$ cat config.mk
export PLATFORM = sky130hd
export DESIGN_NAME = spi_rxf_rx_queue
export DESIGN_NICKNAME = d
export VERILOG_FILES = /design/src/rtl/spi_rxf_pkg.sv /design/src/rtl/spi_rxf_rx_queue.sv
export SDC_FILE = /design/constraint.sdc
export NUM_CORES = 1
export LEC_CHECK = 0
export BUFFER_PORTS_ARGS = -buffer_cell sky130_fd_sc_hd__buf_2
export CAP_MARGIN = 40
export CORE_ASPECT_RATIO = 1.25
export CORE_UTILIZATION = 68
export CTS_BUF_LIST = sky130_fd_sc_hd__clkbuf_4
export CTS_CLUSTER_DIAMETER = 80
export DETAILED_ROUTE_END_ITERATION = 7
export MAX_ROUTING_LAYER = met4
export PLACE_DENSITY = 0.87
export SLEW_MARGIN = 0
export SYNTH_ARGS = -nofsm -noshare
export SYNTH_HDL_FRONTEND = slang
export SYNTH_SLANG_ARGS = --single-unit
$ cat constraint.sdc
create_clock -name clock -period 3.8 [get_ports clock]
set_input_delay 0.38 -clock clock [delete_from_list [all_inputs] [get_ports clock]]
set_output_delay 0.38 -clock clock [all_outputs]
set_load 0.01 [all_outputs]
$ cat src/rtl/spi_rxf_pkg.sv
`timescale 1ns / 1ps
// Shared types, register offsets and bit positions of the serial controller block.
package spi_rxf_pkg;

   typedef enum logic [1:0] {
      ACT_READ  = 2'd0,
      ACT_WRITE = 2'd1,
      ACT_LOAD  = 2'd2
   } action_type;

   typedef logic [1:0] csr_idx_type;

   localparam csr_idx_type CSR_FLASH_ATTACHED = 2'd0;
   localparam csr_idx_type CSR_IMAGE_ENABLE   = 2'd1;
   localparam csr_idx_type CSR_WINDOW_BASE    = 2'd2;

   localparam int CSR_DATA_W = 24;
   localparam int ADDR_W     = 24;

   localparam logic [13:0] OFF_MCR   = 14'h0000;
   localparam logic [13:0] OFF_TCR   = 14'h0008;
   localparam logic [13:0] OFF_CTAR0 = 14'h000C;
   localparam logic [13:0] OFF_CTAR7 = 14'h0028;
   localparam logic [13:0] OFF_SR    = 14'h002C;
   localparam logic [13:0] OFF_RSER  = 14'h0030;
   localparam logic [13:0] OFF_PUSHR = 14'h0034;
   localparam logic [13:0] OFF_POPR  = 14'h0038;

   // Status and push word bit positions.
   localparam int SR_TCF    = 31;
   localparam int SR_EOQF   = 28;
   localparam int SR_RFDF   = 17;
   localparam int PU_CONT   = 31;
   localparam int PU_EOQ    = 27;
   localparam int PU_CTCNT  = 26;

   localparam logic [7:0]        NOR_READ_CMD = 8'h03;
   localparam logic [7:0]        RX_SAT       = 8'd15;
   localparam logic [ADDR_W-1:0] BASE_RESET   = 24'h340000;

   // Control from the bus decode to the receive queue.
   typedef struct packed {
      logic push;
      logic pop;
      logic from_image;
   } queue_ctl_type;

endpackage

$ cat src/rtl/spi_rxf_rx_queue.sv
`timescale 1ns / 1ps
// Receive queue that overwrites its oldest entry when full, with a deferred byte write held in a pending register.
module spi_rxf_rx_queue #(
   parameter int DEPTH  = 16,
   parameter int HEAD_W = 4,
   parameter int FILL_W = 5
) (
   input  logic                       clock,
   input  logic                       reset,
   input  spi_rxf_pkg::queue_ctl_type ctl,
   input  logic [7:0]                 image_q,
   output logic [FILL_W-1:0]          fill,
   output logic [7:0]                 pop_byte
);
   import spi_rxf_pkg::*;

   logic [7:0]        entry_ff [DEPTH];
   logic [HEAD_W-1:0] head_ff, head_in;
   logic [FILL_W-1:0] fill_ff, fill_in;
   logic              pend_ff, pend_in;
   logic [HEAD_W-1:0] pend_idx_ff, pend_idx_in;
   logic              pend_img_ff, pend_img_in;
   logic [7:0]        pend_byte;
   logic [HEAD_W-1:0] head_inc;
   logic [HEAD_W:0]   wr_sum;
   logic              full;

   // The answer byte of a push lands in the cycle after it, once the image read returns.
   assign pend_byte = pend_img_ff ? image_q : 8'h00;
   assign full      = (fill_ff == FILL_W'(DEPTH));
   assign head_inc  = (head_ff == HEAD_W'(DEPTH - 1)) ? '0 : head_ff + 1'b1;
   assign wr_sum    = {1'b0, head_ff} + (HEAD_W + 1)'(fill_ff);

   always_comb begin
      head_in     = head_ff;
      fill_in     = fill_ff;
      pend_in     = 1'b0;
      pend_idx_in = pend_idx_ff;
      pend_img_in = pend_img_ff;
      if (ctl.push) begin
         pend_in     = 1'b1;
         pend_img_in = ctl.from_image;
         if (full) begin
            // Overwrite: the oldest slot becomes the newest.
            head_in     = head_inc;
            pend_idx_in = head_ff;
         end else begin
            fill_in = fill_ff + 1'b1;
            if (wr_sum >= (HEAD_W + 1)'(DEPTH)) begin
               pend_idx_in = HEAD_W'(wr_sum - (HEAD_W + 1)'(DEPTH));
            end else begin
               pend_idx_in = wr_sum[HEAD_W-1:0];
            end
         end
      end else if (ctl.pop && fill_ff != '0) begin
         head_in = head_inc;
         fill_in = fill_ff - 1'b1;
      end
   end

   always_ff @(posedge clock) begin
      if (reset) begin
         head_ff <= '0;
         fill_ff <= '0;
         pend_ff <= 1'b0;
      end else begin
         head_ff <= head_in;
         fill_ff <= fill_in;
         pend_ff <= pend_in;
      end
   end

   always_ff @(posedge clock) begin
      pend_idx_ff <= pend_idx_in;
      pend_img_ff <= pend_img_in;
      if (pend_ff) begin
         entry_ff[pend_idx_ff] <= pend_byte;
      end
   end

   assign fill     = fill_ff;
   assign pop_byte = (pend_ff && pend_idx_ff == head_ff) ? pend_byte : entry_ff[head_ff];
endmodule

=== Yosys cells after proc, flatten, opt, wreduce, memory -nomap -nowiden ===
Memories as Yosys holds them, arrays and structs flattened. A register that Yosys moved wholly into a read port is not among the register bits.
Cells that the tools add are included.

* Word-level logic and storage cells: 39
* Bits of input ports: 13
* Register bits: 15
* Output and inout port bits: 13
* Memories kept: 1
* Memory bits (writable): 128

* Multiplexer cells: 16
* Add/sub/neg operators: 5
* Order comparisons: 1
* Eq/ne operators: 5
* Reductions and logical operators: 6

{| class="wikitable"
|+ Memories
! memory !! depth !! bits a word !! rd ports !! clocked after memory_dff !! wr ports !! line !! source
|-
| entry_ff || 16 || 8 || 1 || 1 || 1 || spi_rxf_rx_queue.sv:17 || <nowiki>logic [7:0] entry_ff [DEPTH];</nowiki>
|}

{| class="wikitable"
|+ Operator list
! operator !! count
|-
| $mux W4 || 8
|-
| $mux W8 || 2
|-
| $mux W5 || 3
|-
| $add A4 B5 Y5 || 1
|-
| $add A5 B1 Y5 const B || 1
|-
| $eq A5 B5 Y1 const B || 1
|-
| $ge A5 B5 Y1 const B || 1
|-
| $reduce_bool A5 Y1 || 1
|-
| $sub A5 B1 Y5 const B || 1
|-
| $add A4 B1 Y4 const B || 1
|-
| $eq A4 B4 Y1 || 1
|-
| $eq A4 B4 Y1 const B || 1
|-
| $reduce_and A2 Y1 || 2
|-
| $sub A4 B1 Y4 const B || 1
|-
| $mux W1 || 3
|-
| $logic_and A1 B1 Y1 || 2
|-
| $ne A2 B1 Y1 const B || 1
|-
| $ne A2 B2 Y1 const B || 1
|-
| $reduce_bool A2 Y1 || 1
|}

=== Longest topological paths before layout ===
Gate-level depths: netlist (run 1).

* Word-level depth: 6
* Gate-level depth with buffers: 7
* Depth with buffers taken out: 7

=== Worst setup path after synthesis (run 1) ===
OpenSTA, ideal clock, no wires.

* Path type: reg-to-output
* Start point: reg (tool-made name)
* End point: out pop_byte[3]
* Data arrival time: 1.798 ns
* Stages on the path, launching flop included: 7
* Path buffers: 2
* Slack: 1.622 ns
* Required time: 3.420 ns
* Cells stage by stage: dfxtp_1 > buf_6 > buf_2 > mux4_2 > a211oi_1 > a21oi_1 > mux2_2

{| class="wikitable"
|+ RTL lines
! element !! line !! source
|-
| end: declaration || spi_rxf_rx_queue.sv:13 || <nowiki>output logic [7:0] pop_byte</nowiki>
|}

==> results of run 1 <==
[area by class of cell]
type / instances / area share [%]
clock inverters: 15 / 3.17
inverters: 6 / 0.334
repair buffers: 39 / 3.56
multi-input cells: 168 / 25.5
flip-flops and latches: 147 / 63.3
clock buffers: 17 / 1.89
well taps: 120 / 2.22
[sequential cells by signal, summed over array words and instances (netlist names), named ones only]
name and flops:
pend_img_ff 1, entry_ff 128, pend_idx_ff 4, head_ff 4
pend_ff 1, fill 5
[power by group through the flow]
stage	Sequential, mW	Clock, mW	Combinational, mW
3_5_place_dp	2.07	0	0.783
4_1_cts	2.04	1.13	0.794
6_report	2.04	1.12	0.792
5_1_grt	2.06	1.18	0.854
2_1_floorplan	1.97	0	0.673
3_3_place_gp	2.06	0	0.749
[cells by family (layout without fill, tap and decap cells)]
logic type                 count (synthesis)  count (layout)  share of synthesized area (%)
and+or+nand+nor                           60              60                           5.05
adders and majority gates                  9               9                           2.09
AOI/OAI and AO/OA                         36              36                           3.95
buffers and inverters                     21              77                           1.94
muxes                                     51              51                           15.4
xor gates and xnor gates                  12              12                           1.72
DFF                                      147             147                           69.9
[worst min path at each step]
stage	end	slack, ps	cells after the start
2_1_floorplan	pend_img_ff	480	0
3_3_place_gp	pend_img_ff	560	1
3_5_place_dp	pend_img_ff	560	1
4_1_cts	pend_ff	120	2
5_1_grt	pend_ff	130	2
6_report	pend_ff	140	2
[routing by layer]
metal,wire length [µm],share of wire (%)
met2,6580,53
met5,0,0
met1,4430,36
met4,497,4.0
met3,923,7.4
[cell usage in the layout (no fill, tap or decap), drive strengths merged, types with 6 or more instances in the layout]
cell type,instances
edfxtp,133
nor2,23
buf,38
inv,6
a211oi,9
dfxtp,14
mux2i,11
mux4,32
nor2b,8
mux2,8
ha,7
and2,8
clkbuf,17
a21oi,18
xnor2,8
clkinvlp,6
[through the flow]
step / setup WS, ps / util [%]
CTS: 284 / 77.5
global placement: 963 / 73.3
finish: 359 / 77.6
global route: 239 / 77.6
detailed placement: 960 / 73.5
floorplan: 1620 / -
[worst reg2reg max path: cells and delay by family, from the launching register on]
kind,cells,cell delay [ps]
flops,1,460
simple gates,2,1220
[repair_timing]
item | in CTS | in global routing
endpoints found under the hold margin | 1 | 0
setup endpoints to repair | 0 | 0
hold buffers | 1 | 0
==> results.py, run 1 <==
metrics = {
    "global_route": {
        "grt_start_max_net_pins": 21,
        "grt_use_total_pct": 30.5,
        "antenna_found_initial": 0,
        "grt_pass1_wl_um": 18600,
        "top_usage_layer": "met2",
        "grtUsageMet2_pct": 50.4,
        "grt_pass1_vias": 3278,
        "grt.met3_usage_pct": 6.87,
        "met1_usage_pct": 35.4,
        "overflow": 0,
    },
    "hold_path": {
        "min_path_type": "in2reg",
        "hp-start": "reset",
    },
    "synth": {
        "synth_area_leaders": "edfxtp_1 (65%), mux4_2 (9.9%), dfxtp_1 (4.6%), mux4_1 (2.1%), mux2i_1 (1.8%)",
        "ys_top_cells_by_count": "edfxtp_1 (133), mux4_2 (27), nor2_1 (23), a21oi_1 (18), dfxtp_1 (14)",
        "synth_edf_count": 133,
        "yosys_warnings": 0,
        "syn_area_per_cell_um2": 18.2,
        "synth_cell_types": 37,
        "synth_nets": 358,
        "async_flop_share_pct": 0,
        "synth_area_mm2": 0.00612,
        "synth.top_cell.area_share_pct": 65.3,
        "synthCells": 336,
        "ys.flop_type": "edfxtp_1",
        "ys_ff_latch": 147,
        "synth-seq-area-share_pct": 69.9,
        "synth_area_leader_cell": "edfxtp_1",
        "yosys.cell_count.top_type": "edfxtp_1",
    },
    "route": {
        "wl_per_cell_um": 24.3,
        "drc_errors": 0,
        "drt_first_pass_iters": 5,
        "viasPerCell": 6.41,
        "wirelength_um": 12400,
        "final_antenna_net_count": 0,
        "vias": 3282,
        "initialDrtViolationCount": 317,
    },
    "worst_setup_path": {
        "crit_slowest_cell": "dfxtp_2",
        "rr_endpoint": "entry_ff[1][7]",
        "worstSetupEndpointType": "output port",
        "cp-start-kind": "register",
        "cp_data_arrival_time_ps": 3060,
        "cp_top_family": "multiplexers",
        "rr_startpoint": "pend_idx_ff[2]",
        "path_cells": "mux4_1, nor2b_1, a211oi_1, a21oi_1, mux2_2, buf_2",
        "worstRegToRegCells": 2,
        "rrSetupSlack_ps": 1750,
        "endpoint": "pop_byte[0]",
        "crit_buf_inv": 1,
        "critPathMaxStageDelay_ps": 810,
        "cp.required_ps": 3420,
        "path_class": "reg2out",
        "crit_path_max_fanout": 20,
        "cp.depth": 6,
    },
    "floorplanning": {
        "fp-row-count": 38,
        "fp.dieH_um": 108,
        "core_mm2": 0.00870,
        "dieArea_mm2": 0.00938,
        "fp.dieW_um": 86.8,
        "start_util_pct": 70.3,
        "ios": 26,
    },
    "finish": {
        "drive_above_1_share_pct": 27.6,
        "final_area_mm2": 0.00675,
        "final_nets": 401,
        "seq_area_mm2": 0.00428,
        "instances_no_fill": 512,
        "area_growth_syn_to_layout_pct": 10.4,
        "nFillCells": 453,
        "n_antenna_cell": 0,
        "multi_input_area_mm2": 0.00172,
    },
    "pwr": {
        "p_leak_nw": 2.26,
        "report.power.total_mw": 3.95,
        "ir_worst_vdd_mv": 0.377,
        "p_sw_mw": 1.08,
        "pwr_density_cell_mw_per_mm2": 585,
        "p_comb_share_pct": 20.1,
        "intPower_mw": 2.87,
        "p_clk_share_pct": 28.4,
        "seqPwrFrac_pct": 51.6,
        "switching_share_pct": 27.4,
    },
    "sta": {
        "min_period_ps": 3440,
        "slew_headroom_pct": 37.4,
        "slew_violations": 0,
        "fin_setup_tns_ps": 0,
        "whs_ps": 144,
        "finalClockSkew_ps": 11.5,
        "rsz0062_at_grt": "no",
        "setup_violations": 0,
        "fin_crit_sh_pct": 90.6,
        "finalHoldViolCount": 0,
        "fmax_mhz": 291,
        "worst_slew_pin_slew_ps": 935,
    },
    "flow_run": {
        "cap_violations": 0,
    },
    "cts": {
        "h-tree-depth": 4,
        "post_cts_buffers": 0,
        "cts_sinks": 147,
        "cts_buffer_depth": 2,
        "cts.clk_slew.worst_paths_ps": 110,
        "cts_root_buffer": "clkbuf_4",
        "cts_buffers": 17,
        "tritoncts": "built",
        "clk_latency_ps": 540,
        "post_cts_resized": 0,
    },
    "placement": {
        "place_area_mm2": 0.00639,
        "post-dp-hpwl_um": 7760,
        "dp_cells": 478,
        "gp_congestion": 0.748,
        "port_buffers": 25,
    },
    "outcome": {
        "status": "completed",
    },
}
Note: power is estimated with default switching activity, not from simulation.
==> inputs of run 2 (changes only) <==
--- a/config.mk
+++ b/config.mk
@@ -13,7 +13,7 @@
 export CTS_CLUSTER_DIAMETER = 80
 export DETAILED_ROUTE_END_ITERATION = 7
 export MAX_ROUTING_LAYER = met4
-export PLACE_DENSITY = 0.87
+export PLACE_DENSITY = 0.91
 export SLEW_MARGIN = 0
 export SYNTH_ARGS = -nofsm -noshare
 export SYNTH_HDL_FRONTEND = slang
==> results.py, run 2 (synthesis results as in run 1) <==
metrics = {
    "floorplanning": {
        "dieArea_mm2": 0.00938,
        "start_util_pct": 70.3,
        "fp.dieH_um": 108,
        "ios": 26,
        "fp.dieW_um": 86.8,
        "core_mm2": 0.00870,
        "fp-row-count": 38,
    },
    "route": {
        "drt_first_pass_iters": 5,
        "wirelength_um": 11600,
        "initialDrtViolationCount": 354,
        "final_antenna_net_count": 0,
        "wl_per_cell_um": 22.6,
        "vias": 3211,
        "drc_errors": 0,
        "viasPerCell": 6.25,
    },
    "worst_setup_path": {
        "path_cells": "buf_4, mux4_2, a211oi_1, a21oi_1, mux2_2, buf_2",
        "critPathMaxStageDelay_ps": 670,
        "worstSetupEndpointType": "output port",
        "cp.required_ps": 3420,
        "crit_path_max_fanout": 17,
        "crit_slowest_cell": "dfxtp_2",
        "cp_data_arrival_time_ps": 2940,
        "path_class": "reg2out",
        "cp-start-kind": "register",
    },
    "cts": {
        "clk_latency_ps": 540,
        "cts_buffer_depth": 2,
        "cts_buffers": 17,
        "cts_sinks": 147,
        "h-tree-depth": 4,
        "post_cts_resized": 0,
        "tritoncts": "built",
        "cts.clk_slew.worst_paths_ps": 120,
        "cts_root_buffer": "clkbuf_4",
    },
    "global_route": {
        "overflow": 0,
        "grt_use_total_pct": 29.2,
        "grt_pass1_wl_um": 18100,
        "grt_pass1_vias": 3275,
        "antenna_found_initial": 0,
        "grt_start_max_net_pins": 19,
    },
    "finish": {
        "final_common_cell": "edfxtp_1",
        "top_register": "entry_ff",
        "final_area_mm2": 0.00671,
        "instances_no_fill": 514,
        "final_cell_mix": "edfxtp_1 (133), mux4_2 (27), buf_2 (25)",
        "area_growth_syn_to_layout_pct": 9.76,
        "final_nets": 403,
        "drive_above_1_share_pct": 27.4,
        "nFillCells": 484,
        "largest_register_ffs": 128,
        "n_antenna_cell": 0,
    },
    "sta": {
        "slew_violations": 0,
        "finalHoldViolCount": 0,
        "rsz0062_at_grt": "no",
        "setup_violations": 0,
        "slew_headroom_pct": 40.2,
        "fin_setup_tns_ps": 0,
        "setup_ws_ps": 484,
        "min_period_ps": 3320,
        "worst_slew_pin_slew_ps": 893,
        "fin_crit_sh_pct": 87.3,
        "fmax_mhz": 302,
        "finalClockSkew_ps": 15.5,
    },
    "placement": {
        "port_buffers": 25,
        "place_ws_ps": 1020,
        "post-dp-hpwl_um": 7610,
        "place_area_mm2": 0.00640,
        "gp_congestion": 0.802,
        "dp_cells": 479,
    },
    "outcome": {
        "status": "completed",
    },
    "pwr": {
        "ir_worst_vdd_mv": 0.342,
        "p_leak_nw": 2.25,
        "pwr_density_cell_mw_per_mm2": 565,
    },
    "flow_run": {
        "cap_violations": 0,
    },
    "hold_path": {
        "min_path_type": "in2reg",
    },
}
## run 2: cell count changes in the layout (fill, tap and decap cells not counted)
cell,previous run,this run
buf_4,12,14
bufinv_16,5,3
clkbuf_4,17,19
clkinv_2,3,4
clkinvlp_4,6,3
clkinv_1,1,3
## run 2: critical path, delay by kind of cell, from the launching register on
kind                   cells  cell delay [ps]
AOI/OAI and AO/OA          2              320
muxes                      2              840
buffers and inverters      2              550
DFF                        1              670
## run 2: through the flow
step | hold WS, ps | total power, mW | util [%]
after floorplan | 479 | 2.65 | -
after global placement | 557 | 2.81 | 73.4
after detailed placement | 559 | 2.85 | 73.6
after CTS | 109 | 3.81 | 77.0
after global routing | 123 | 3.96 | 77.1
final | 138 | 3.79 | 77.1
## run 2: worst paths after layout
path / start / end / slack (ps) / depth (start not counted)
hold reg to reg: head_ff[0] / register / 600 / 2
hold / removal: reset / pend_ff / 140 / 2
setup reg to reg: pend_idx_ff[2] / entry_ff[1][6] / 1780 / 2
setup / recovery: register / pop_byte[3] / 480 / 6
## run 2: area by class of cell
class | instances | area [µm²] | share of cell area, %
flip-flops and latches | 147 | 4280 | 63.7
multi-input cells | 168 | 1720 | 25.7
repair buffers | 41 | 255 | 3.80
well taps | 120 | 150 | 2.24
clock inverters | 13 | 144 | 2.14
clock buffers | 19 | 143 | 2.12
inverters | 6 | 22.5 | 0.336
## run 2: routing by layer
metal / GRT usage [%] / part of all wire (%) / wire [µm] / vias up
met5: - / 0 / 0 / -
met4: 14.2 / 2.5 / 293 / 0
met3: 6.11 / 7.1 / 831 / 28
met2: 45.4 / 52 / 6080 / 173
met1: 37.2 / 38 / 4430 / 1583
li1: - / - / - / 1427
## run 2: power by group
part / switching (mW) / internal [mW] / total [mW]
sequential: 0.140 / 1.88 / 2.02
combinational: 0.389 / 0.409 / 0.799
clock: 0.517 / 0.459 / 0.976
## run 2: repair_timing
| action | 4_1_cts | 5_1_grt |
|---|---|---|
| buffers inserted | 0 | 0 |
| hold buffers | 1 | 0 |
| hold endpoints to repair | 1 | 0 |
==> inputs of run 3 (changes only) <==
--- a/config.mk
+++ b/config.mk
@@ -13,7 +13,7 @@
 export CTS_CLUSTER_DIAMETER = 80
 export DETAILED_ROUTE_END_ITERATION = 7
 export MAX_ROUTING_LAYER = met4
-export PLACE_DENSITY = 0.91
+export PLACE_DENSITY = 0.94
 export SLEW_MARGIN = 0
 export SYNTH_ARGS = -nofsm -noshare
 export SYNTH_HDL_FRONTEND = slang
==> results.py, run 3 (synthesis results as in run 1) <==
metrics = {
    "cts": {
        "cts_buffers": 17,
        "cts_root_buffer": "clkbuf_4",
        "tritoncts": "built",
        "h-tree-depth": 4,
        "cts.clk_slew.worst_paths_ps": 110,
        "post_cts_resized": 0,
        "clk_latency_ps": 520,
        "cts_sinks": 147,
        "cts_buffer_depth": 2,
    },
    "route": {
        "wirelength_um": 11700,
        "viasPerCell": 6.40,
        "wl_per_cell_um": 23.0,
        "final_antenna_net_count": 0,
        "vias": 3251,
        "drc_errors": 0,
        "drt_first_pass_iters": 5,
        "initialDrtViolationCount": 313,
    },
    "sta": {
        "fin_crit_sh_pct": 84.9,
        "fmax_mhz": 310,
        "setup_violations": 0,
        "slew_violations": 0,
        "finalClockSkew_ps": 8.54,
        "finalHoldViolCount": 0,
        "slew_headroom_pct": 41.0,
        "min_period_ps": 3230,
        "fin_setup_tns_ps": 0,
        "worst_slew_pin_slew_ps": 882,
        "rsz0062_at_grt": "no",
    },
    "global_route": {
        "overflow": 0,
        "antenna_found_initial": 0,
        "grt_pass1_wl_um": 17800,
        "grt_pass1_vias": 3228,
        "grt_use_total_pct": 28.5,
        "grt_start_max_net_pins": 33,
    },
    "finish": {
        "seq_area_mm2": 0.00428,
        "final_cell_mix": "edfxtp_1 (133), mux4_2 (27), buf_2 (25)",
        "top_register": "entry_ff",
        "n_antenna_cell": 0,
        "largest_register_ffs": 128,
        "multi_input_area_mm2": 0.00172,
        "area_growth_syn_to_layout_pct": 9.84,
        "drive_above_1_share_pct": 26.3,
        "final_nets": 397,
        "final_common_cell": "edfxtp_1",
        "instances_no_fill": 508,
        "nFillCells": 478,
    },
    "worst_setup_path": {
        "worstSetupEndpointType": "output port",
        "cp-start-kind": "register",
        "path_class": "reg2out",
        "worstRegToRegCells": 2,
        "rrSetupSlack_ps": 1820,
        "crit_path_max_fanout": 22,
        "rr_endpoint": "entry_ff[1][6]",
        "cp_data_arrival_time_ps": 2850,
        "cp.required_ps": 3420,
        "rr_startpoint": "pend_idx_ff[2]",
    },
    "pwr": {
        "report.power.total_mw": 3.92,
        "p_sw_mw": 1.04,
        "p_comb_share_pct": 20.6,
        "p_leak_nw": 2.25,
        "p_clk_share_pct": 27.9,
        "switching_share_pct": 26.5,
        "ir_worst_vdd_mv": 0.377,
        "seqPwrFrac_pct": 51.4,
        "intPower_mw": 2.88,
        "pwr_density_cell_mw_per_mm2": 584,
    },
    "placement": {
        "port_buffers": 25,
        "post-dp-hpwl_um": 7260,
        "gp_congestion": 0.816,
        "dp_cells": 475,
    },
    "hold_path": {
        "hp-start": "reset",
        "min_path_type": "in2reg",
        "hold_depth": 2,
        "holdPathEnd": "pend_ff",
    },
    "floorplanning": {
        "fp.dieW_um": 86.8,
        "ios": 26,
        "fp.dieH_um": 108,
        "core_mm2": 0.00870,
        "fp-row-count": 38,
        "start_util_pct": 70.3,
        "dieArea_mm2": 0.00938,
    },
    "outcome": {
        "status": "completed",
    },
    "flow_run": {
        "cap_violations": 0,
    },
}
run 3: worst max-delay path, cell delays in order (launching register included):
cell and delay (ps):
dfxtp_2 620, buf_12 270, mux4_1 550, nor2b_1 140
a211oi_1 260, a21oi_1 60, mux2_2 290, buf_2 140
run 3: per-stage QoR:
step	util, %	cell area, µm²	hold slack (ps)	worst slack (ps)
after floorplan	-	6120	479	1620
final	77.2	6720	172	574
after global routing	77.2	6720	156	365
after detailed placement	73.3	6380	565	1110
after CTS	77.2	6720	134	498
after global placement	73.3	6380	561	1150
run 3: repair_timing:
item                       4_1_cts  5_1_grt
setup endpoints to repair        0        0
setup buffers                    0        0
hold buffers                     1        0
hold endpoints to repair         1        0
run 3: how the worst max path moves through the flow:
stage	cells after the start	startpoint	slack [ps]	endpoint
2_1_floorplan	6	register	1620	pop_byte[3]
3_3_place_gp	7	register	1150	pop_byte[0]
3_5_place_dp	7	register	1110	pop_byte[7]
4_1_cts	7	register	500	pop_byte[7]
5_1_grt	7	register	360	pop_byte[0]
6_report	7	register	570	pop_byte[7]
run 3: cell type report:
class	instances	area share, %
well taps	120	2.24
clock buffers	19	2.12
flip-flops and latches	147	63.6
repair buffers	35	3.20
multi-input cells	168	25.6
inverters	6	0.335
clock inverters	13	2.81
run 3: power by group through the flow:
stage          Clock (mW)  Sequential [mW]  Combinational, mW
6_report             1.10             2.02              0.809
5_1_grt              1.16             2.03              0.873
4_1_cts              1.11             2.02              0.812
3_5_place_dp            0             2.05              0.802
3_3_place_gp            0             2.04              0.773
2_1_floorplan           0             1.97              0.673
run 3: routing by layer:
layer | vias to the layer above | wire length, µm | share of wire [%] | GRT usage, %
met2 | 165 | 5860 | 50 | 42.6
met4 | 0 | 295 | 2.5 | 13.8
li1 | 1413 | - | - | -
met1 | 1646 | 4800 | 41 | 37.0
met5 | - | 0 | 0 | -
met3 | 27 | 724 | 6.2 | 7.10
