<file path="config.mk">
export PLATFORM = sky130hd
export DESIGN_NAME = spi_rxf_req_stage_flat
export DESIGN_NICKNAME = d
export VERILOG_FILES = /design/src/rtl/spi_rxf_pkg.sv /design/src/rtl/spi_rxf_if.sv /design/src/rtl/spi_rxf_if_dummy_guard.sv /design/src/flat_wrapper.sv
export SDC_FILE = /design/constraint.sdc
export NUM_CORES = 1
export LEC_CHECK = 0
export BUFFER_PORTS_ARGS = -buffer_cell sky130_fd_sc_hd__buf_2
export CAP_MARGIN = 20
export CORE_MARGIN = 2
export CORE_UTILIZATION = 38
export CTS_BUF_LIST = sky130_fd_sc_hd__clkbuf_4
export CTS_CLUSTER_SIZE = 10
export DETAILED_ROUTE_END_ITERATION = 8
export GPL_ROUTABILITY_DRIVEN = 1
export PLACE_DENSITY = 0.77
export SYNTH_ARGS = -nofsm -noshare
export SYNTH_HDL_FRONTEND = slang
export SYNTH_SLANG_ARGS = --single-unit
</file>
<file path="constraint.sdc">
create_clock -name clock -period 4.11 [get_ports clock]
set_clock_uncertainty 0.05 [all_clocks]
set_input_delay 0.6165 -clock clock [delete_from_list [all_inputs] [get_ports clock]]
set_output_delay 0.6165 -clock clock [all_outputs]
set_load 0.01 [all_outputs]
</file>
<file path="src/rtl/spi_rxf_pkg.sv">
`timescale 1ns / 1ps
// Shared types, register offsets and bit positions of the serial controller block.
package spi_rxf_pkg;

   typedef enum logic [1:0] {
      ACT_READ  = 2'd0,
      ACT_WRITE = 2'd1,
      ACT_LOAD  = 2'd2
   } action_type;

   typedef logic [1:0] csr_idx_type;

   localparam csr_idx_type CSR_FLASH_ATTACHED = 2'd0;
   localparam csr_idx_type CSR_IMAGE_ENABLE   = 2'd1;
   localparam csr_idx_type CSR_WINDOW_BASE    = 2'd2;

   localparam int CSR_DATA_W = 24;
   localparam int ADDR_W     = 24;

   localparam logic [13:0] OFF_MCR   = 14'h0000;
   localparam logic [13:0] OFF_TCR   = 14'h0008;
   localparam logic [13:0] OFF_CTAR0 = 14'h000C;
   localparam logic [13:0] OFF_CTAR7 = 14'h0028;
   localparam logic [13:0] OFF_SR    = 14'h002C;
   localparam logic [13:0] OFF_RSER  = 14'h0030;
   localparam logic [13:0] OFF_PUSHR = 14'h0034;
   localparam logic [13:0] OFF_POPR  = 14'h0038;

   // Status and push word bit positions.
   localparam int SR_TCF    = 31;
   localparam int SR_EOQF   = 28;
   localparam int SR_RFDF   = 17;
   localparam int PU_CONT   = 31;
   localparam int PU_EOQ    = 27;
   localparam int PU_CTCNT  = 26;

   localparam logic [7:0]        NOR_READ_CMD = 8'h03;
   localparam logic [7:0]        RX_SAT       = 8'd15;
   localparam logic [ADDR_W-1:0] BASE_RESET   = 24'h340000;

   // Control from the bus decode to the receive queue.
   typedef struct packed {
      logic push;
      logic pop;
      logic from_image;
   } queue_ctl_type;

endpackage

</file>
<file path="src/rtl/spi_rxf_if.sv">
`timescale 1ns / 1ps
// Valid/ready channel interfaces for the request and response beats.
interface spi_rxf_req_if;
   import spi_rxf_pkg::*;

   logic        valid;
   logic        ready;
   action_type  action;
   logic [13:0] offset;
   logic [31:0] write_data;
   logic [16:0] image_index;
   logic [7:0]  image_byte;

   modport source (output valid, action, offset, write_data, image_index, image_byte,
                   input ready);
   modport sink   (input valid, action, offset, write_data, image_index, image_byte,
                   output ready);
endinterface


</file>
<file path="src/rtl/spi_rxf_if_dummy_guard.sv">
`timescale 1ns / 1ps
// Request register stage that holds one accepted beat until the response slot frees up.
module spi_rxf_req_stage (
   input  logic                    clock,
   input  logic                    reset,
   input  logic                    busy,
   input  logic                    advance,
   spi_rxf_req_if.sink             req,
   output logic                    s1_valid,
   output spi_rxf_pkg::action_type s1_action,
   output logic [13:0]             s1_offset,
   output logic [31:0]             s1_write_data,
   output logic [16:0]             s1_image_index,
   output logic [7:0]              s1_image_byte
);
   import spi_rxf_pkg::*;

   logic        valid_ff;
   action_type  action_ff;
   logic [13:0] offset_ff;
   logic [31:0] write_data_ff;
   logic [16:0] image_index_ff;
   logic [7:0]  image_byte_ff;
   logic        take;

   assign req.ready = !busy && (!valid_ff || advance);
   assign take      = req.valid && req.ready;

   always_ff @(posedge clock) begin
      if (reset) begin
         valid_ff <= 1'b0;
      end else if (take) begin
         valid_ff <= 1'b1;
      end else if (advance) begin
         valid_ff <= 1'b0;
      end
   end

   always_ff @(posedge clock) begin
      if (take) begin
         action_ff      <= req.action;
         offset_ff      <= req.offset;
         write_data_ff  <= req.write_data;
         image_index_ff <= req.image_index;
         image_byte_ff  <= req.image_byte;
      end
   end

   assign s1_valid       = valid_ff;
   assign s1_action      = action_ff;
   assign s1_offset      = offset_ff;
   assign s1_write_data  = write_data_ff;
   assign s1_image_index = image_index_ff;
   assign s1_image_byte  = image_byte_ff;
endmodule

</file>
<file path="src/flat_wrapper.sv">
// flat-port wrapper written by rule: the top's interface ports become plain ports
module spi_rxf_req_stage_flat import spi_rxf_pkg::*;
  (clock, reset, busy, advance, s1_valid, s1_action, s1_offset, s1_write_data, s1_image_index, s1_image_byte, req_valid, req_action, req_offset, req_write_data, req_image_index, req_image_byte, req_ready);
  spi_rxf_req_if req_i ();
  input  logic clock;
  input  logic reset;
  input  logic busy;
  input  logic advance;
  output logic s1_valid;
  output spi_rxf_pkg::action_type s1_action;
  output logic [13:0] s1_offset;
  output logic [31:0] s1_write_data;
  output logic [16:0] s1_image_index;
  output logic [7:0] s1_image_byte;
  input wire logic [$bits(req_i.valid)-1:0] req_valid;
  input wire logic [$bits(req_i.action)-1:0] req_action;
  input wire logic [$bits(req_i.offset)-1:0] req_offset;
  input wire logic [$bits(req_i.write_data)-1:0] req_write_data;
  input wire logic [$bits(req_i.image_index)-1:0] req_image_index;
  input wire logic [$bits(req_i.image_byte)-1:0] req_image_byte;
  output wire logic [$bits(req_i.ready)-1:0] req_ready;
  assign req_i.valid = req_valid;
  assign req_i.action = req_action;
  assign req_i.offset = req_offset;
  assign req_i.write_data = req_write_data;
  assign req_i.image_index = req_image_index;
  assign req_i.image_byte = req_image_byte;
  assign req_ready = req_i.ready;
  spi_rxf_req_stage u_core (.clock(clock), .reset(reset), .busy(busy), .advance(advance), .req(req_i), .s1_valid(s1_valid), .s1_action(s1_action), .s1_offset(s1_offset), .s1_write_data(s1_write_data), .s1_image_index(s1_image_index), .s1_image_byte(s1_image_byte));
endmodule
</file>
Yosys cells after proc, flatten, opt, wreduce, memory -nomap -nowiden:

Cells that the tools add are included.

* add/subtract/negate cells: 0
* multiply operators: 0
* divide/modulo/power cells: 0
* magnitude comparators: 0
* equality and inequality tests: 0
* shifts and indexed selects: 0
* multiplexer cells: 2
* bitwise logic cells: 0
* reductions and logical operators: 6

Operators by type and width (number)
* logical AND 1 bit: 2
* zero test 1 bit: 2
* 2-to-1 mux 1 bit: 2
* nonzero test 2 bit: 1
* logical OR 1 bit: 1

* register bits after elaboration: 74
* bits in latches: 0
* memory bits (writable): 0
* ROM bits: 0
* bits of input ports: 78
* output and inout bits: 75
* logic and storage cells: 14
* memories kept: 0

Logic depth before layout (Yosys ltp):

Gate-level depths: netlist of the first run.

* depth after elaboration: 5
* mapped depth: 2
* depth with buffers taken out: 2

Least setup slack after synthesis of the first run:

Ideal clock, no wire load.

* path type: input-to-reg
* from: in busy
* to: reg u_core.action_ff[0], in the netlist u_core.s1_action[0], enable pin
* setup time: 504 ps
* data arrival time: 3849 ps
* data required time: 3556 ps
* setup slack: -293 ps
* stages: 2
* path buffers: 0
* path through: nand2b_2 nor2_1

* longest elaborated chain between the ends: 3

RTL lines
* start, declared: RTL line flat_wrapper.sv:7 `input logic busy;`
* zero test 1 bit: RTL line spi_rxf_if_dummy_guard.sv:26 `assign req.ready = !busy && (!valid_ff || advance);`
* logical AND 1 bit: RTL line spi_rxf_if_dummy_guard.sv:26
* logical AND 1 bit: RTL line spi_rxf_if_dummy_guard.sv:27 `assign take = req.valid && req.ready;`
* via u_core.take: RTL line spi_rxf_if_dummy_guard.sv:24 `logic take;`
* end signal, assigned: RTL line spi_rxf_if_dummy_guard.sv:41 `action_ff <= req.action;`
* end, declared: RTL line spi_rxf_if_dummy_guard.sv:19 `action_type action_ff;`

The timed path passes the listed nets, and every way through them passes these cells.
A chain may end at the register's enable or synchronous reset.

Worst setup path in the final report of the first run:

* from: reg u_core.valid_ff, in the netlist u_core.s1_valid
* to: reg u_core.write_data_ff[20], in the netlist u_core.s1_write_data[20], enable pin

* longest elaborated chain between the ends: 4

RTL lines
* start, declared: RTL line spi_rxf_if_dummy_guard.sv:18 `logic valid_ff;`
* start signal, assigned: RTL line spi_rxf_if_dummy_guard.sv:31 `valid_ff <= 1'b0;`
* start signal, assigned: RTL line spi_rxf_if_dummy_guard.sv:33 `valid_ff <= 1'b1;`
* start signal, assigned: RTL line spi_rxf_if_dummy_guard.sv:35 `valid_ff <= 1'b0;`
* zero test 1 bit: RTL line spi_rxf_if_dummy_guard.sv:26
* logical OR 1 bit: RTL line spi_rxf_if_dummy_guard.sv:26
* logical AND 1 bit: RTL line spi_rxf_if_dummy_guard.sv:26
* logical AND 1 bit: RTL line spi_rxf_if_dummy_guard.sv:27
* via u_core.take: RTL line spi_rxf_if_dummy_guard.sv:24
* end signal, assigned: RTL line spi_rxf_if_dummy_guard.sv:43 `write_data_ff <= req.write_data;`
* end, declared: RTL line spi_rxf_if_dummy_guard.sv:21 `logic [31:0] write_data_ff;`

The timed path passes the listed nets, and every way through them passes these cells.

==> results of run 1 <==
final timing paths:
check	cells after the start	from	slack, ps	to
setup / recovery	3	u_core.s1_valid$_SDFFE_PP0P_	2220	u_core.s1_write_data[20]$_DFFE_PP_
hold / removal	2	reset	310	u_core.s1_valid$_SDFFE_PP0P_
hold reg to reg	2	u_core.s1_valid$_SDFFE_PP0P_	460	u_core.s1_valid$_SDFFE_PP0P_
setup reg to reg	3	u_core.s1_valid$_SDFFE_PP0P_	2220	u_core.s1_write_data[20]$_DFFE_PP_
per-layer routing:
layer	up-vias	wire, µm	track usage (%)
met2	83	2490	24.0
met1	639	1380	13.0
met3	8	637	10.2
li1	651	-	-
met4	0	79	8.47
met5	-	0	0
kinds of logic after synthesis:
kind of cell | after synthesis
compound gates | 1
flops | 74
simple gates | 5
cell type report:
type / instances / area share [%]
clock buffer: 10 / 2.29
clock inverter: 6 / 2.03
multi-input combinational: 6 / 1.38
sequential: 74 / 67.6
tap: 75 / 2.87
timing repair buffer: 153 / 23.9
worst max-delay path, stage by stage, from the launching register on:
cell and delay [ps]:
dfxtp_1 340, nor2b_1 160, nor2_4 690, buf_12 320
cells in the mapped netlist:
| cell | n | area [µm²] |
|---|---|---|
| nand2b_1 | 1 | 6.26 |
| nand2b_2 | 1 | 8.76 |
| a21oi_2 | 1 | 8.76 |
| nor2b_1 | 1 | 6.26 |
| edfxtp_1 | 73 | 2190 |
| dfxtp_1 | 1 | 20.0 |
| nor2_1 | 2 | 7.51 |
power by group:
part | total [mW] | leakage, nW | internal [mW] | switching, mW
clock | 0.441 | 0.0690 | 0.193 | 0.248
combinational | 0.102 | 0.621 | 0.0484 | 0.0534
sequential | 0.874 | 0.691 | 0.867 | 0.00650
registers in the layout, summed over array words and instances (netlist names):
register               flops
u_core.s1_action           2
u_core.s1_image_byte       8
u_core.s1_image_index     17
u_core.s1_offset          14
u_core.s1_valid            1
u_core.s1_write_data      32
==> flow_metrics.env, run 1 <==
export IMPL_status="finished, final reports clean"
export IMPL_initial_utilization_pct=38.7
export IMPL_layout_commonest_cell="buf_2"
export IMPL_fin_crit_sh_pct=46.0
export IMPL_synth_seq_area_share_pct=98.3
export IMPL_totalWireLength_mm=4.59
export IMPL_ys_ff_latch=74
export IMPL_drc_errors=0
export IMPL_yosysWarnings=0
export IMPL_synthXorXnorAreaFrac_pct=0
export IMPL_cts_sinks=74
export IMPL_grt_pass1_vias=1347
export IMPL_hold_violations=0
export IMPL_register_area_um2=2210
export IMPL_vias=1381
export IMPL_period_needed_ps=1890
export IMPL_fillers=492
export IMPL_cp_required_ps=4160
export IMPL_synth_top_family_by_area="simple AND/OR/NAND/NOR gates"
export IMPL_synth_cell_types=7
export IMPL_cts_setup_buffers=0
export IMPL_cp_data_arrival_time_ps=1940
export IMPL_place_congestion=0.679
export IMPL_synth_mux_area_share_pct=0
export IMPL_io_pins=153
export IMPL_max_slew_margin_pct=41.8
export IMPL_clock_latency_ps=400
export IMPL_final_util_pct=56.3
export IMPL_final_cell_mix="buf_2, edfxtp_1, clkbuf_4, clkinvlp_4"
export IMPL_hold_buffers=0
export IMPL_synth_compound_area_share_pct=0.389
export IMPL_cts_tree="done"
export IMPL_worstHoldPathType="in -> reg"
export IMPL_final_cells=324
export IMPL_stdcell_area_um2=3270
export IMPL_rows=28
export IMPL_antenna_cells=0
export IMPL_netlist_instances=80
export IMPL_tightestPinTransition_ps=871
export IMPL_synthesis_nets=158
export IMPL_critPathKind="reg -> reg"
export IMPL_synth_area_per_cell_um2=28.1
export IMPL_antenna_found_initial=0
export IMPL_cts_repair_resized=0
export IMPL_synthToLayoutAreaGrowth_pct=45.5
export IMPL_syn_area_um2=2250
export IMPL_slew_viol_final=0
export IMPL_port_buffers=152
export IMPL_design_power_total_mw=1.42
export IMPL_timing_hold_ws_ps=308
export IMPL_synth_simple_area_share_pct=1.28
export IMPL_dp_slack_ps=1780
export IMPL_clockRootBuffer="clkbuf_4"
export IMPL_p_leak_nw=1.38
export IMPL_grt_use_total_pct=14.6
export IMPL_cts_buffer_depth=2
export IMPL_grt_start_max_net_pins=44
export IMPL_multi_input_area_um2=45.0
export IMPL_cts_htree_levels=3
export IMPL_post_dp_cell_area_um2=3130
export IMPL_power_density_nw_per_um2=433
export IMPL_drive_gt1_share_pct=69.1
export IMPL_finalSetupViolCount=0
export IMPL_grt_setup_unrepaired="no"
export IMPL_vias_per_cell=4.26
export IMPL_peakVddDrop_uv=305
export IMPL_coreArea_um2=5820
export IMPL_path_max_fanout=43
export IMPL_chipWidth_um=80.9
export IMPL_tns_ps=0
export IMPL_yosys_area_share_adder_pct=0
export IMPL_drt_pass1_iterations=4
export IMPL_cp_end_kind="flop"
export IMPL_cts_buffers=9
export IMPL_wl_per_cell_um=14.2
export IMPL_fin_nets=322
export IMPL_maxCapViolCount=0
export IMPL_drt_iter0_drc=46
export IMPL_ant_nets=0
export IMPL_placedCellCount=308
export IMPL_die_h_um=80.9
export IMPL_grt_pass1_wl_mm=6.55
export IMPL_startpoint_type="flop"
export IMPL_max_freq_ghz=0.528
export IMPL_clk_pin_slew_worst_paths_ps=110
export IMPL_globalRouteOverflowTotal=0
export IMPL_worst_slack_ps=2220
export IMPL_dieArea_um2=6550
No activity file was read; power rests on OpenSTA's default activity.
==> run 2, diff against run 1 <==
Clock period 4.11 ns to 1.74 ns, I/O delays scaled along.
==> flow_metrics.env, run 2 (same netlist as run 1, synthesis figures left out) <==
export IMPL_status="finished, final reports clean"
export IMPL_cts_tree="done"
export IMPL_grt_pass1_wl_mm=9.03
export IMPL_ant_nets=0
export IMPL_wl_met3_um=621
export IMPL_sw_frac_of_total_pct=22.5
export IMPL_cp_end_kind="output pin"
export IMPL_p_seq_share_pct=62.9
export IMPL_critical_path_reg2reg_endpoint="u_core.s1_image_index[0]$_DFFE_PP_"
export IMPL_initial_utilization_pct=38.7
export IMPL_path_max_fanout=3
export IMPL_peakVddDrop_uv=640
export IMPL_cts_setup_buffers=0
export IMPL_met1_length_mm=2.23
export IMPL_fillers=406
export IMPL_grt_start_max_net_pins=74
export IMPL_io_pins=153
export IMPL_layout_commonest_cell="buf_2"
export IMPL_grt_setup_unrepaired="no"
export IMPL_p_switching_mw=0.742
export IMPL_antenna_cells=0
export IMPL_maxCapViolCount=0
export IMPL_final_cell_mix="buf_2, dlygate4sd3_1, edfxtp_1, clkbuf_4, clkinv_2"
export IMPL_totalWireLength_mm=6.35
export IMPL_antenna_found_initial=0
export IMPL_vias=1732
export IMPL_reg2reg_depth=3
export IMPL_p_leak_nw=1.69
export IMPL_die_h_um=80.9
export IMPL_grt_pass1_vias=1843
export IMPL_globalRouteOverflowTotal=0
export IMPL_largest_reg_flops=32
export IMPL_fin_crit_sh_pct=82.8
export IMPL_worstSetupStartpoint="u_core.s1_valid$_SDFFE_PP0P_"
export IMPL_max_freq_ghz=0.694
export IMPL_power_share_clock_pct=25.4
export IMPL_coreArea_um2=5820
export IMPL_worst_slack_ps=299
export IMPL_tightestPinTransition_ps=379
export IMPL_cts_sinks=74
export IMPL_cts_buffer_depth=2
export IMPL_fin_nets=396
export IMPL_stdcell_area_um2=3990
export IMPL_timing_hold_ws_ps=97.2
export IMPL_p_int_mw=2.55
export IMPL_port_buffers=152
export IMPL_critPathKind="reg -> out"
export IMPL_pwr_share_comb_pct=11.7
export IMPL_rrSetupSlack_ps=410
export IMPL_dieArea_um2=6550
export IMPL_final_util_pct=68.6
export IMPL_drc_errors=0
export IMPL_register_area_um2=2210
export IMPL_critPathCapture="req_ready"
export IMPL_power_density_nw_per_um2=825
export IMPL_rows=28
export IMPL_maxUsedRoutingLayer="met4"
export IMPL_clockRootBuffer="clkbuf_4"
export IMPL_r2r_start="u_core.s1_valid$_SDFFE_PP0P_"
export IMPL_cts_buffers=9
export IMPL_drt_iter0_drc=64
export IMPL_finalSetupViolCount=0
export IMPL_cp_required_ps=1430
export IMPL_hold_violations=0
export IMPL_clk_pin_slew_worst_paths_ps=110
export IMPL_drt_pass1_iterations=4
export IMPL_wl_per_cell_um=16.0
export IMPL_multi_input_area_um2=57.6
export IMPL_vias_per_cell=4.36
export IMPL_dp_slack_ps=336
export IMPL_drive_gt1_share_pct=53.4
export IMPL_clock_latency_ps=390
export IMPL_post_dp_cell_area_um2=3150
export IMPL_max_slew_margin_pct=74.7
export IMPL_slew_viol_final=0
export IMPL_place_congestion=0.683
export IMPL_grt_use_total_pct=19.9
export IMPL_period_needed_ps=1440
export IMPL_wl_met2_mm=3.37
export IMPL_worstHoldPathType="in -> reg"
export IMPL_dp_hpwl_mm=3.43
export IMPL_chipWidth_um=80.9
export IMPL_startpoint_type="flop"
export IMPL_cp_data_arrival_time_ps=1130
export IMPL_synthToLayoutAreaGrowth_pct=77.3
export IMPL_design_power_total_mw=3.29
export IMPL_cts_htree_levels=3
==> run 2: worst min-delay path by stage <==
stage                         start                           end  slack [ps]  cells past startpoint
after global placement        reset  u_core.s1_valid$_SDFFE_PP0P_         370                      2
after floorplan               reset  u_core.s1_valid$_SDFFE_PP0P_         270                      1
after global routing      req_valid  u_core.s1_valid$_SDFFE_PP0P_          70                      3
after CTS                 req_valid  u_core.s1_valid$_SDFFE_PP0P_          50                      3
final                     req_valid  u_core.s1_valid$_SDFFE_PP0P_         100                      3
after detailed placement      reset  u_core.s1_valid$_SDFFE_PP0P_         370                      2
==> run 2: timing repair <==
action | in CTS | in global routing
resized for setup | 0 | 0
hold endpoints to repair | 74 | 0
hold buffers | 74 | 0
==> run 2: routing by layer <==
layer | vias up | GRT usage, %
met1 | 808 | 21.1
met2 | 115 | 34.0
met3 | 10 | 7.22
li1 | 799 | -
met5 | - | 0
met4 | 0 | 11.9
==> run 2: worst max-delay path, stage by stage, from the launching register on <==
cell and delay [ps]:
dfxtp_2 360, nor2b_4 180, nor2_1 60, buf_2 130
==> run 2: area by class of cell <==
class / count / share of cell area [%]
Sequential cell: 74 / 55.5
Multi-Input combinational cell: 6 / 1.44
Clock buffer: 9 / 1.69
Clock inverter: 6 / 0.878
Timing Repair Buffer: 227 / 38.1
Tap cell: 75 / 2.35
==> run 2: power by group through the flow <==
| stage | sequential, mW | combinational [mW] | clock, mW |
|---|---|---|---|
| 3_3_place_gp | 2.10 | 0.241 | 0 |
| 2_1_floorplan | 2.15 | 0.0351 | 0 |
| 4_1_cts | 2.07 | 0.376 | 0.862 |
| 3_5_place_dp | 2.11 | 0.248 | 0 |
| 6_report | 2.07 | 0.385 | 0.837 |
| 5_1_grt | 2.08 | 0.414 | 0.935 |
==> run 2: stage by stage <==
stage	TNS, ps	instances
floorplan	-18240	80
global placement	0	308
detailed placement	0	308
CTS	0	397
global route	0	397
finish	0	397
==> run 3, diff against run 2 <==
Clock period 1.74 ns to 1.2 ns, I/O delays scaled along.
==> flow_metrics.env, run 3 (same netlist as run 1, synthesis figures left out) <==
export IMPL_grt_start_max_net_pins=39
export IMPL_path_delay_family="buffers and inverters"
export IMPL_cts_tree="done"
export IMPL_clockRootBuffer="clkbuf_4"
export IMPL_stdcell_area_um2=4310
export IMPL_hold_violations=0
export IMPL_slew_viol_final=0
export IMPL_critical_path_reg2reg_endpoint="u_core.s1_image_byte[6]$_DFFE_PP_"
export IMPL_ant_nets=0
export IMPL_antenna_found_initial=1
export IMPL_r2r_start="u_core.s1_valid$_SDFFE_PP0P_"
export IMPL_grt_setup_unrepaired="yes"
export IMPL_design_power_total_mw=5.20
export IMPL_coreArea_um2=5820
export IMPL_rows=28
export IMPL_globalRouteOverflowTotal=0
export IMPL_final_cell_mix="buf_2, dlygate4sd3_1, edfxtp_1, clkbuf_4, buf_6"
export IMPL_crit_buf_inv=3
export IMPL_die_h_um=80.9
export IMPL_cts_buffer_depth=2
export IMPL_clk_pin_slew_worst_paths_ps=130
export IMPL_slowest_stage="dfxtp_2"
export IMPL_critPathCapture="u_core.s1_image_byte[6]$_DFFE_PP_"
export IMPL_timing_hold_ws_ps=98.8
export IMPL_drive_gt1_share_pct=56.2
export IMPL_synthToLayoutAreaGrowth_pct=91.7
export IMPL_drt_iter0_drc=68
export IMPL_dp_hpwl_mm=3.54
export IMPL_cts_buffers=9
export IMPL_peakVddDrop_uv=956
export IMPL_worst_slack_ps=-262
export IMPL_path_max_fanout=9
export IMPL_drc_errors=0
export IMPL_vias=1900
export IMPL_path_cells="nor2b_4 -> buf_4 -> nor2_4 -> buf_12 -> clkbuf_16"
export IMPL_max_freq_ghz=0.684
export IMPL_dieArea_um2=6550
export IMPL_cts_htree_levels=3
export IMPL_critPathKind="reg -> reg"
export IMPL_rrSetupSlack_ps=-260
export IMPL_place_congestion=0.658
export IMPL_worstSetupPathDepth=5
export IMPL_cp_data_arrival_time_ps=1540
export IMPL_chipWidth_um=80.9
export IMPL_maxCapViolCount=0
export IMPL_initial_utilization_pct=38.7
export IMPL_cts_sinks=74
export IMPL_max_slew_margin_pct=88.4
export IMPL_clock_latency_ps=420
export IMPL_largest_reg_flops=32
export IMPL_slowest_delay_ps=350
export IMPL_port_buffers=152
export IMPL_status="finished with violations"
export IMPL_grt_pass1_wl_mm=9.52
export IMPL_vias_per_cell=4.59
export IMPL_cp_required_ps=1280
export IMPL_finalSetupViolCount=94
export IMPL_startpoint_type="flop"
export IMPL_power_density_nw_per_um2=1210
export IMPL_period_needed_ps=1460
export IMPL_wl_per_cell_um=19.3
export IMPL_drt_pass1_iterations=4
export IMPL_cp_end_kind="flop"
export IMPL_post_dp_cell_area_um2=3170
export IMPL_tightestPinTransition_ps=173
export IMPL_totalWireLength_mm=7.99
export IMPL_layout_commonest_cell="buf_2"
export IMPL_fin_crit_sh_pct=122
export IMPL_io_pins=153
export IMPL_violations="negative setup slack"
export IMPL_reg2reg_depth=5
export IMPL_worstSetupStartpoint="u_core.s1_valid$_SDFFE_PP0P_"
export IMPL_final_util_pct=74.2
export IMPL_p_leak_nw=1.84
export IMPL_fin_nets=412
export IMPL_grt_use_total_pct=21.1
export IMPL_dp_slack_ps=-79.9
export IMPL_grt_pass1_vias=1922
export IMPL_worstHoldPathType="in -> reg"
==> run 3: routing by layer <==
metal / global-route usage [%] / vias to the layer above / share of wire [%]
met3: 10.7 / 22 / 9.0
met1: 21.2 / 913 / 36
met4: 9.66 / 0 / 2.9
li1: - / 834 / -
met5: 0 / - / 0
met2: 36.5 / 131 / 53
==> run 3: what timing repair did <==
action                     CTS  global route
setup endpoints to repair   28           134
cloned                       0             9
hold endpoints to repair    74             0
pin swaps                    0             1
resized for setup            1             9
setup buffers                1             4
hold buffers                74             0
==> run 3: worst reg2reg max path, cell delays in order (launching register included) <==
cell and delay [ps]:
dfxtp_2 350, nor2b_4 130, buf_4 130, nor2_4 150, buf_12 190, clkbuf_16 170
==> run 3: how the worst min path moves through the flow <==
stage               startpoint                            to  slack [ps]  depth (start not counted)
finish                 advance  u_core.s1_valid$_SDFFE_PP0P_         100                          3
detailed placement       reset  u_core.s1_valid$_SDFFE_PP0P_         290                          2
floorplan                reset  u_core.s1_valid$_SDFFE_PP0P_         190                          1
global route           advance  u_core.s1_valid$_SDFFE_PP0P_          70                          3
global placement         reset  u_core.s1_valid$_SDFFE_PP0P_         290                          2
CTS                    advance  u_core.s1_valid$_SDFFE_PP0P_          40                          3
==> run 3: where the power goes <==
part	total, mW	switching (mW)	leakage, nW	internal, mW
Sequential	3.01	0.0358	0.692	2.97
Combinational	0.696	0.278	1.07	0.418
Clock	1.50	0.887	0.0753	0.614
==> run 3: metrics by stage <==
stage | instances | setup TNS [ps]
global route | 414 | -20020
floorplan | 80 | -57670
global placement | 310 | -3080
detailed placement | 310 | -5150
CTS | 400 | -210
finish | 414 | -15980
==> run 3: area by class of cell <==
| cell class | instances | area (µm²) |
|---|---|---|
| flip-flops and latches | 74 | 2210 |
| repair buffers | 243 | 1820 |
| fillers | 348 | 1500 |
| well taps | 75 | 93.8 |
| clock buffers | 9 | 67.6 |
| clock inverters | 6 | 58.8 |
| multi-input cells | 6 | 55.1 |
| diodes | 1 | 2.50 |
